File: config.mk
export PLATFORM = sky130hd
export DESIGN_NAME = execute_stage_alu_forwarding_unit
export DESIGN_NICKNAME = d
export VERILOG_FILES = /design/src/rtl/exfwd_pkg.sv /design/src/rtl/exfwd_alu.sv /design/src/rtl/execute_stage_alu_forwarding_unit.sv
export SDC_FILE = /design/constraint.sdc
export NUM_CORES = 1
export LEC_CHECK = 0
export ABC_AREA = 1
export ABC_CLOCK_PERIOD_IN_PS = 21800
export CORE_MARGIN = 4
export CORE_UTILIZATION = 50
export DETAILED_ROUTE_END_ITERATION = 10
export DONT_BUFFER_PORTS = 1
export SLEW_MARGIN = 15
export SYNTH_ARGS = -nofsm -noshare
export SYNTH_HDL_FRONTEND = slang
export SYNTH_HIERARCHICAL = 1
export SYNTH_SLANG_ARGS = --single-unit
File: constraint.sdc
create_clock -name i_clk -period 21.8 [get_ports i_clk]
set_clock_uncertainty 0.2 [all_clocks]
set_input_delay 3.27 -clock i_clk [delete_from_list [all_inputs] [get_ports i_clk]]
set_output_delay 3.27 -clock i_clk [all_outputs]
set_load 0.01 [all_outputs]
File: src/rtl/exfwd_pkg.sv
// Shared types and constants for the execute stage with operand forwarding.
package exfwd_pkg;

    localparam int XLEN      = 32;
    localparam int CTRL_W    = 16;
    localparam int REG_IDX_W = 5;
    localparam int SHAMT_W   = 5;

    // Packed request widths, padded to whole bytes
    localparam int IN_DATA_W  = 240;
    localparam int OUT_DATA_W = 120;

    // Control word fields
    localparam int CTRL_OP_LSB  = 12;
    localparam int CTRL_OP_W    = 4;
    localparam int CTRL_IMM_BIT = 8;

    // ALU operation codes; codes 11 to 15 fall back to add
    typedef enum logic [CTRL_OP_W-1:0] {
        ALU_ADD  = 4'd0,
        ALU_SUB  = 4'd1,
        ALU_SLL  = 4'd2,
        ALU_SLT  = 4'd3,
        ALU_LTU  = 4'd4,
        ALU_XOR  = 4'd5,
        ALU_SRL  = 4'd6,
        ALU_SRA  = 4'd7,
        ALU_OR   = 4'd8,
        ALU_AND  = 4'd9,
        ALU_PASS = 4'd10
    } t_alu_op;

endpackage

File: src/rtl/exfwd_alu.sv
// Combinational RV32 integer ALU.
module exfwd_alu
    import exfwd_pkg::*;
(
    input  logic [CTRL_OP_W-1:0] i_op,
    input  logic [XLEN-1:0]      i_a,
    input  logic [XLEN-1:0]      i_b,
    output logic [XLEN-1:0]      o_result
);

    logic [SHAMT_W-1:0] w_shamt;

    assign w_shamt = i_b[SHAMT_W-1:0];

    always_comb begin
        case (t_alu_op'(i_op))
            ALU_SUB:  o_result = i_a - i_b;
            ALU_SLL:  o_result = i_a << w_shamt;
            ALU_SLT:  o_result = {{(XLEN-1){1'b0}}, ($signed(i_a) < $signed(i_b))};
            ALU_LTU:  o_result = {{(XLEN-1){1'b0}}, (i_a < i_b)};
            ALU_XOR:  o_result = i_a ^ i_b;
            ALU_SRL:  o_result = i_a >> w_shamt;
            ALU_SRA:  o_result = XLEN'($signed(i_a) >>> w_shamt);
            ALU_OR:   o_result = i_a | i_b;
            ALU_AND:  o_result = i_a & i_b;
            ALU_PASS: o_result = i_b;
            default:  o_result = i_a + i_b;
        endcase
    end

endmodule

File: src/rtl/execute_stage_alu_forwarding_unit.sv
// Top level of the execute stage: input register, forwarding, ALU, result register.
//
// Execute stage of a five-stage RV32 pipeline with operand forwarding. Each
// request carries one instruction with its register-file operands and the
// EX/MEM and MEM/WB write-back state; each operand is taken from EX/MEM if
// its source index matches a nonzero EX/MEM destination, else from MEM/WB on
// a nonzero match, else from the register file. Control bit 8 swaps the right
// operand for the immediate; the forwarded second operand leaves as store
// data. The stage takes one request every clock cycle while its ready is
// high; each request passes through the input register, then the forwarding
// muxes and ALU feed the result register. Both registers are held while the
// output is stalled, and ready passes back from the output combinationally
// through both stages, so a full pipe still takes a new request in the cycle
// the waiting result is taken. There is no architectural state: reset only
// clears the two valid flags.
module execute_stage_alu_forwarding_unit
    import exfwd_pkg::*;
(
    input  logic                  i_clk,
    input  logic                  i_rst_n,
    // Request side
    input  logic                  i_s_axis_tvalid,
    output logic                  o_s_axis_tready,
    // tdata, low bit up: pc_value[31:0], control_word[47:32], src1_value[79:48],
    // src2_value[111:80], immediate[143:112], dest_reg[148:144],
    // src1_reg[153:149], src2_reg[158:154], exmem_write_dest[163:159],
    // memwb_write_dest[168:164], exmem_value[200:169], memwb_value[232:201],
    // zero pad[239:233]
    input  logic [IN_DATA_W-1:0]  i_s_axis_tdata,
    // Result side
    output logic                  o_m_axis_tvalid,
    input  logic                  i_m_axis_tready,
    // tdata, low bit up: ctrl_word_out[15:0], zero_flag[16], alu_result[48:17],
    // store_data[80:49], dest_out[85:81], pc_out[117:86], zero pad[119:118]
    output logic [OUT_DATA_W-1:0] o_m_axis_tdata
);

    // Input register
    logic                 r_in_valid;
    logic [XLEN-1:0]      r_pc;
    logic [CTRL_W-1:0]    r_ctrl;
    logic [XLEN-1:0]      r_src1_val;
    logic [XLEN-1:0]      r_src2_val;
    logic [XLEN-1:0]      r_imm;
    logic [REG_IDX_W-1:0] r_dest;
    logic [REG_IDX_W-1:0] r_src1_reg;
    logic [REG_IDX_W-1:0] r_src2_reg;
    logic [REG_IDX_W-1:0] r_exmem_dest;
    logic [REG_IDX_W-1:0] r_memwb_dest;
    logic [XLEN-1:0]      r_exmem_val;
    logic [XLEN-1:0]      r_memwb_val;

    // Result register
    logic                 r_out_valid;
    logic [CTRL_W-1:0]    r_out_ctrl;
    logic                 r_out_zero;
    logic [XLEN-1:0]      r_out_alu;
    logic [XLEN-1:0]      r_out_store;
    logic [REG_IDX_W-1:0] r_out_dest;
    logic [XLEN-1:0]      r_out_pc;

    logic                 n_in_valid;
    logic                 n_out_valid;

    logic                 w_out_ready;
    logic                 w_in_ready;
    logic                 w_in_take;
    logic                 w_out_load;

    logic                 w_ex_hit1, w_wb_hit1, w_ex_hit2, w_wb_hit2;
    logic [XLEN-1:0]      w_left;
    logic [XLEN-1:0]      w_store;
    logic [XLEN-1:0]      w_right;
    logic [XLEN-1:0]      w_alu_result;

    // Handshake: each stage advances when the one after it has room
    assign w_out_ready     = !r_out_valid || i_m_axis_tready;
    assign w_in_ready      = !r_in_valid || w_out_ready;
    assign o_s_axis_tready = w_in_ready;
    assign w_in_take       = i_s_axis_tvalid && w_in_ready;
    assign w_out_load      = r_in_valid && w_out_ready;

    assign n_in_valid  = w_in_ready ? i_s_axis_tvalid : r_in_valid;
    assign n_out_valid = w_out_ready ? r_in_valid : r_out_valid;

    always_ff @(posedge i_clk) begin
        if (!i_rst_n) begin
            r_in_valid  <= 1'b0;
            r_out_valid <= 1'b0;
        end else begin
            r_in_valid  <= n_in_valid;
            r_out_valid <= n_out_valid;
        end
    end

    // Unpack the request into the input register
    always_ff @(posedge i_clk) begin
        if (w_in_take) begin
            r_pc         <= i_s_axis_tdata[31:0];
            r_ctrl       <= i_s_axis_tdata[47:32];
            r_src1_val   <= i_s_axis_tdata[79:48];
            r_src2_val   <= i_s_axis_tdata[111:80];
            r_imm        <= i_s_axis_tdata[143:112];
            r_dest       <= i_s_axis_tdata[148:144];
            r_src1_reg   <= i_s_axis_tdata[153:149];
            r_src2_reg   <= i_s_axis_tdata[158:154];
            r_exmem_dest <= i_s_axis_tdata[163:159];
            r_memwb_dest <= i_s_axis_tdata[168:164];
            r_exmem_val  <= i_s_axis_tdata[200:169];
            r_memwb_val  <= i_s_axis_tdata[232:201];
        end
    end

    // Forwarding: EX/MEM wins over MEM/WB, x0 never matches
    assign w_ex_hit1 = (r_exmem_dest != '0) && (r_exmem_dest == r_src1_reg);
    assign w_wb_hit1 = (r_memwb_dest != '0) && (r_memwb_dest == r_src1_reg);
    assign w_ex_hit2 = (r_exmem_dest != '0) && (r_exmem_dest == r_src2_reg);
    assign w_wb_hit2 = (r_memwb_dest != '0) && (r_memwb_dest == r_src2_reg);

    assign w_left  = w_ex_hit1 ? r_exmem_val : (w_wb_hit1 ? r_memwb_val : r_src1_val);
    assign w_store = w_ex_hit2 ? r_exmem_val : (w_wb_hit2 ? r_memwb_val : r_src2_val);
    assign w_right = r_ctrl[CTRL_IMM_BIT] ? r_imm : w_store;

    exfwd_alu u_alu (
        .i_op     (r_ctrl[CTRL_OP_LSB +: CTRL_OP_W]),
        .i_a      (w_left),
        .i_b      (w_right),
        .o_result (w_alu_result)
    );

    always_ff @(posedge i_clk) begin
        if (w_out_load) begin
            r_out_ctrl  <= r_ctrl;
            r_out_zero  <= (w_alu_result == '0);
            r_out_alu   <= w_alu_result;
            r_out_store <= w_store;
            r_out_dest  <= r_dest;
            r_out_pc    <= r_pc;
        end
    end

    assign o_m_axis_tvalid = r_out_valid;
    assign o_m_axis_tdata  = {2'b00, r_out_pc, r_out_dest, r_out_store,
                              r_out_alu, r_out_zero, r_out_ctrl};

    // A held request moves to the result register once there is room
    a_advance: assert property (@(posedge i_clk) disable iff (!i_rst_n)
        r_in_valid && w_out_ready |=> r_out_valid)
        else $error("request in input register did not advance");

    // Back-pressure only when the input register is occupied
    a_ready_free: assert property (@(posedge i_clk) disable iff (!i_rst_n)
        !o_s_axis_tready |-> r_in_valid && r_out_valid)
        else $error("request side stalled with room in the pipe");

    // Zero flag agrees with the registered result
    a_zero_flag: assert property (@(posedge i_clk) disable iff (!i_rst_n)
        r_out_valid |-> (r_out_zero == (r_out_alu == '0)))
        else $error("zero flag disagrees with ALU result");

    // Register x0 is never forwarded, checked on the first operand
    a_x0_no_fwd: assert property (@(posedge i_clk) disable iff (!i_rst_n)
        r_in_valid && (r_src1_reg == '0) |-> (w_left == r_src1_val))
        else $error("x0 operand was forwarded");

endmodule
==> flow_metrics.tcl <==
set metrics [dict create \
    fillCellCount 4352 \
    grt_pass1_vias 20500 \
    worst_slack_ns 14.31 \
    p_int_mw 1.31 \
    gp_congestion 1.13 \
    syn_area_mm2 0.0236 \
    slowest_delay_ns 0.99 \
    drc 0 \
    worstHoldEndpoint "r_out_ctrl[1]" \
    p_sw_share_pct 36.0 \
    synthMuxAreaShare_pct 0 \
    pwr_density_cell_mw_per_mm2 81.6 \
    avgSynthCellArea_um2 7.73 \
    cts_setup_buffers 0 \
    syn2layout_area_growth_pct 6.38 \
    first_iter_violations 2743 \
    drt_wl_total_um 91100 \
    antenna_found_initial 14 \
    path_common_cell "nand3_1" \
    coreArea_mm2 0.0467 \
    slew_headroom_pct 29.4 \
    netlist_instances 3056 \
    layout.cells.non_filler 3628 \
    grt_pass1_wl_um 131000 \
    synthFlopType "edfxtp_1" \
    final_antenna_net_count 0 \
    crit_required_ns 22.00 \
    synth_edf_count 351 \
    comb_power_share_pct 28.8 \
    grt-ovfl-total 0 \
    yosysMostFrequentCell "nand2_1" \
    status "finished, final reports clean" \
    synth_area_leaders "edfxtp_1 (45%), nand2_1 (14%), nand3_1 (11%)" \
    synth_common_cells "nand2_1 (904), nand3_1 (529), inv_1 (368), edfxtp_1 (351), nor2_1 (174)" \
    ctsHtreeMaxLevel 2 \
    reg2reg_to "r_out_zero" \
    end_kind "flip-flop" \
    drive_gt1_share_pct 3.71 \
    synth_top_cell_area_share_pct 44.6 \
    cts_num_sinks 353 \
    cts.path.max_buffers 3 \
    num_io_pins 366 \
    p_sw_uw 738 \
    dpl_worst_slack_ns 14.53 \
    ys_types 43 \
    grt_use_total_pct 34.7 \
    critPathMaxFanout 74 \
    synth_top_area_cell "edfxtp_1" \
    setup_viol 0 \
    firstDrtPassIters 8 \
    finalSetupTns_ns 0 \
    hp-start "r_ctrl[1]" \
    ff2ff_path_depth 25 \
    die_area_mm2 0.0508 \
    p_seq_share_pct 40.4 \
    max_freq_ghz 0.134 \
    placedCellCount 3555 \
    max-cap-violations 0 \
    ys_seq_area_share_pct 44.8 \
    fin_crit_sh_pct 34.4 \
    p_leak_nw 11.3 \
    yosysWarnings 6 \
    synth_top_family_by_area "simple AND/OR/NAND/NOR gates" \
    cp-start-kind "flip-flop" \
    cts_tree "built" \
    ff2ff_setup_slack_ns 14.31 \
    synth_xor_area_share_pct 0.853 \
    synthArstFlopShare_pct 0 \
    num_rows 79 \
    cts_buffers 38 \
    initial_utilization_pct 50.6 \
    post-route-min-period_ns 7.49 \
    vias 22100 \
    clk_pin_slew_ns 0.06 \
    slew_violations 0 \
    cts_resized 0 \
    grt_max_degree 99 \
    synthAdderAreaFrac_pct 5.31 \
    vdd_ir_drop_max_v 0.0000747 \
    rsz0062_at_grt "false" \
    port_buffers 0 \
    die_x_um 225 \
    slowest_stage "nand3_2" \
    hp-class "reg -> reg" \
    cts-root-buf "clkbuf_16" \
    via_per_inst 6.08 \
    dpl.hpwl_um 71000 \
    clk_latency_ns 0.58 \
    routedWlPerCell_um 25.1 \
    crit-reg2reg-launch "r_memwb_dest[2]" \
    worst-setup-path-type "reg -> reg" \
    ctsHoldBuffers 0 \
    hold_depth 0 \
    cp.arrival_ns 7.69 \
    yosys_register_bits 353 \
    nets 3331 \
    tightest_slew_ns 1.06 \
    power.share.clock_pct 30.9 \
    die_h_um 225 \
    hold_violations 0 \
    synth_compound_area_share_pct 6.53 \
    synthSimpleGateAreaFrac_pct 33.5 \
]
[power by group through the flow]
stage / Clock [mW] / Sequential (mW) / Combinational [mW]
CTS: 0.645 / 0.827 / 0.570
detailed placement: 0 / 0.841 / 0.568
floorplan: 0 / 0.839 / 0.389
global placement: 0 / 0.840 / 0.561
global route: 0.674 / 0.831 / 0.638
finish: 0.632 / 0.827 / 0.590
[layer usage]
metal / track usage [%] / vias to the layer above / part of all wire (%)
met5: 0 / - / 0.090
met3: 8.31 / 227 / 11
met4: 13.8 / 16 / 4.7
li1: - / 10100 / -
met1: 45.2 / 10300 / 39
met2: 56.2 / 1385 / 46
[cell type report]
| class | count | area, µm² | share of cell area, % |
|---|---|---|---|
| antenna | 6 | 15.0 | 0.0598 |
| clock buffer | 44 | 973 | 3.87 |
| clock inverter | 23 | 238 | 0.946 |
| inverter | 383 | 1450 | 5.76 |
| multi-input combinational | 2187 | 10900 | 43.5 |
| sequential | 353 | 10600 | 42.1 |
| tap | 607 | 759 | 3.02 |
| timing repair buffer | 25 | 188 | 0.747 |
[worst max-delay path, delay by kind of cell, from the launching register on]
family / cells / cell delay (ns)
AOI/OAI and AO/OA: 1 / 0.44
adders and majority gates: 1 / 0.34
buffers and inverters: 6 / 2.00
and+or+nand+nor: 17 / 3.81
DFF: 1 / 0.45
[through the flow]
stage                     util (%)  total power [mW]  hold slack, ns  area, µm²
final                         53.9              2.05           0.209      25100
after global routing          53.8              2.14           0.209      25100
after CTS                     53.8              2.04           0.209      25100
after detailed placement      51.2              1.41           0.205      23900
after global placement        51.2              1.40           0.200      23900
after floorplan                  -              1.23           0.200      23600
[cell usage in the layout, fill, tap and decap left out, types with 3 or more instances in the layout]
cell type / n
a21oi_1: 95
and2_1: 41
buf_4: 25
bufinv_16: 3
clkbuf_1: 6
clkbuf_16: 38
clkinv_1: 12
clkinv_2: 7
diode_2: 6
edfxtp_1: 351
ha_1: 97
inv_1: 367
inv_2: 11
nand2_1: 901
nand2_2: 6
nand3_1: 529
nand3_2: 3
nand3b_1: 36
nand4_1: 52
nor2_1: 174
nor2_2: 4
nor2_4: 7
nor3_1: 26
nor4_1: 9
o211ai_1: 29
o21ai_0: 79
o21ai_1: 5
o21bai_1: 11
o221ai_1: 3
o22ai_1: 43
xnor2_1: 11
xor2_1: 12
[logic make-up after synthesis]
kind of cell,count (synthesis)
xor gates and xnor gates,23
and+or+nand+nor,1791
AOI/OAI and AO/OA,272
other,1
adders and majority gates,99
DFF,353
buffers and inverters,517
[worst max-delay path by stage]
stage,startpoint,endpoint,cells past startpoint
2_1_floorplan,i_m_axis_tready,r_out_alu[0],2
3_3_place_gp,r_memwb_dest[3],r_out_zero,24
3_5_place_dp,r_memwb_dest[2],r_out_zero,25
4_1_cts,r_memwb_dest[2],r_out_zero,25
5_1_grt,r_memwb_dest[2],r_out_zero,25
6_report,r_memwb_dest[2],r_out_zero,25
(Power assumes the default switching activity.)
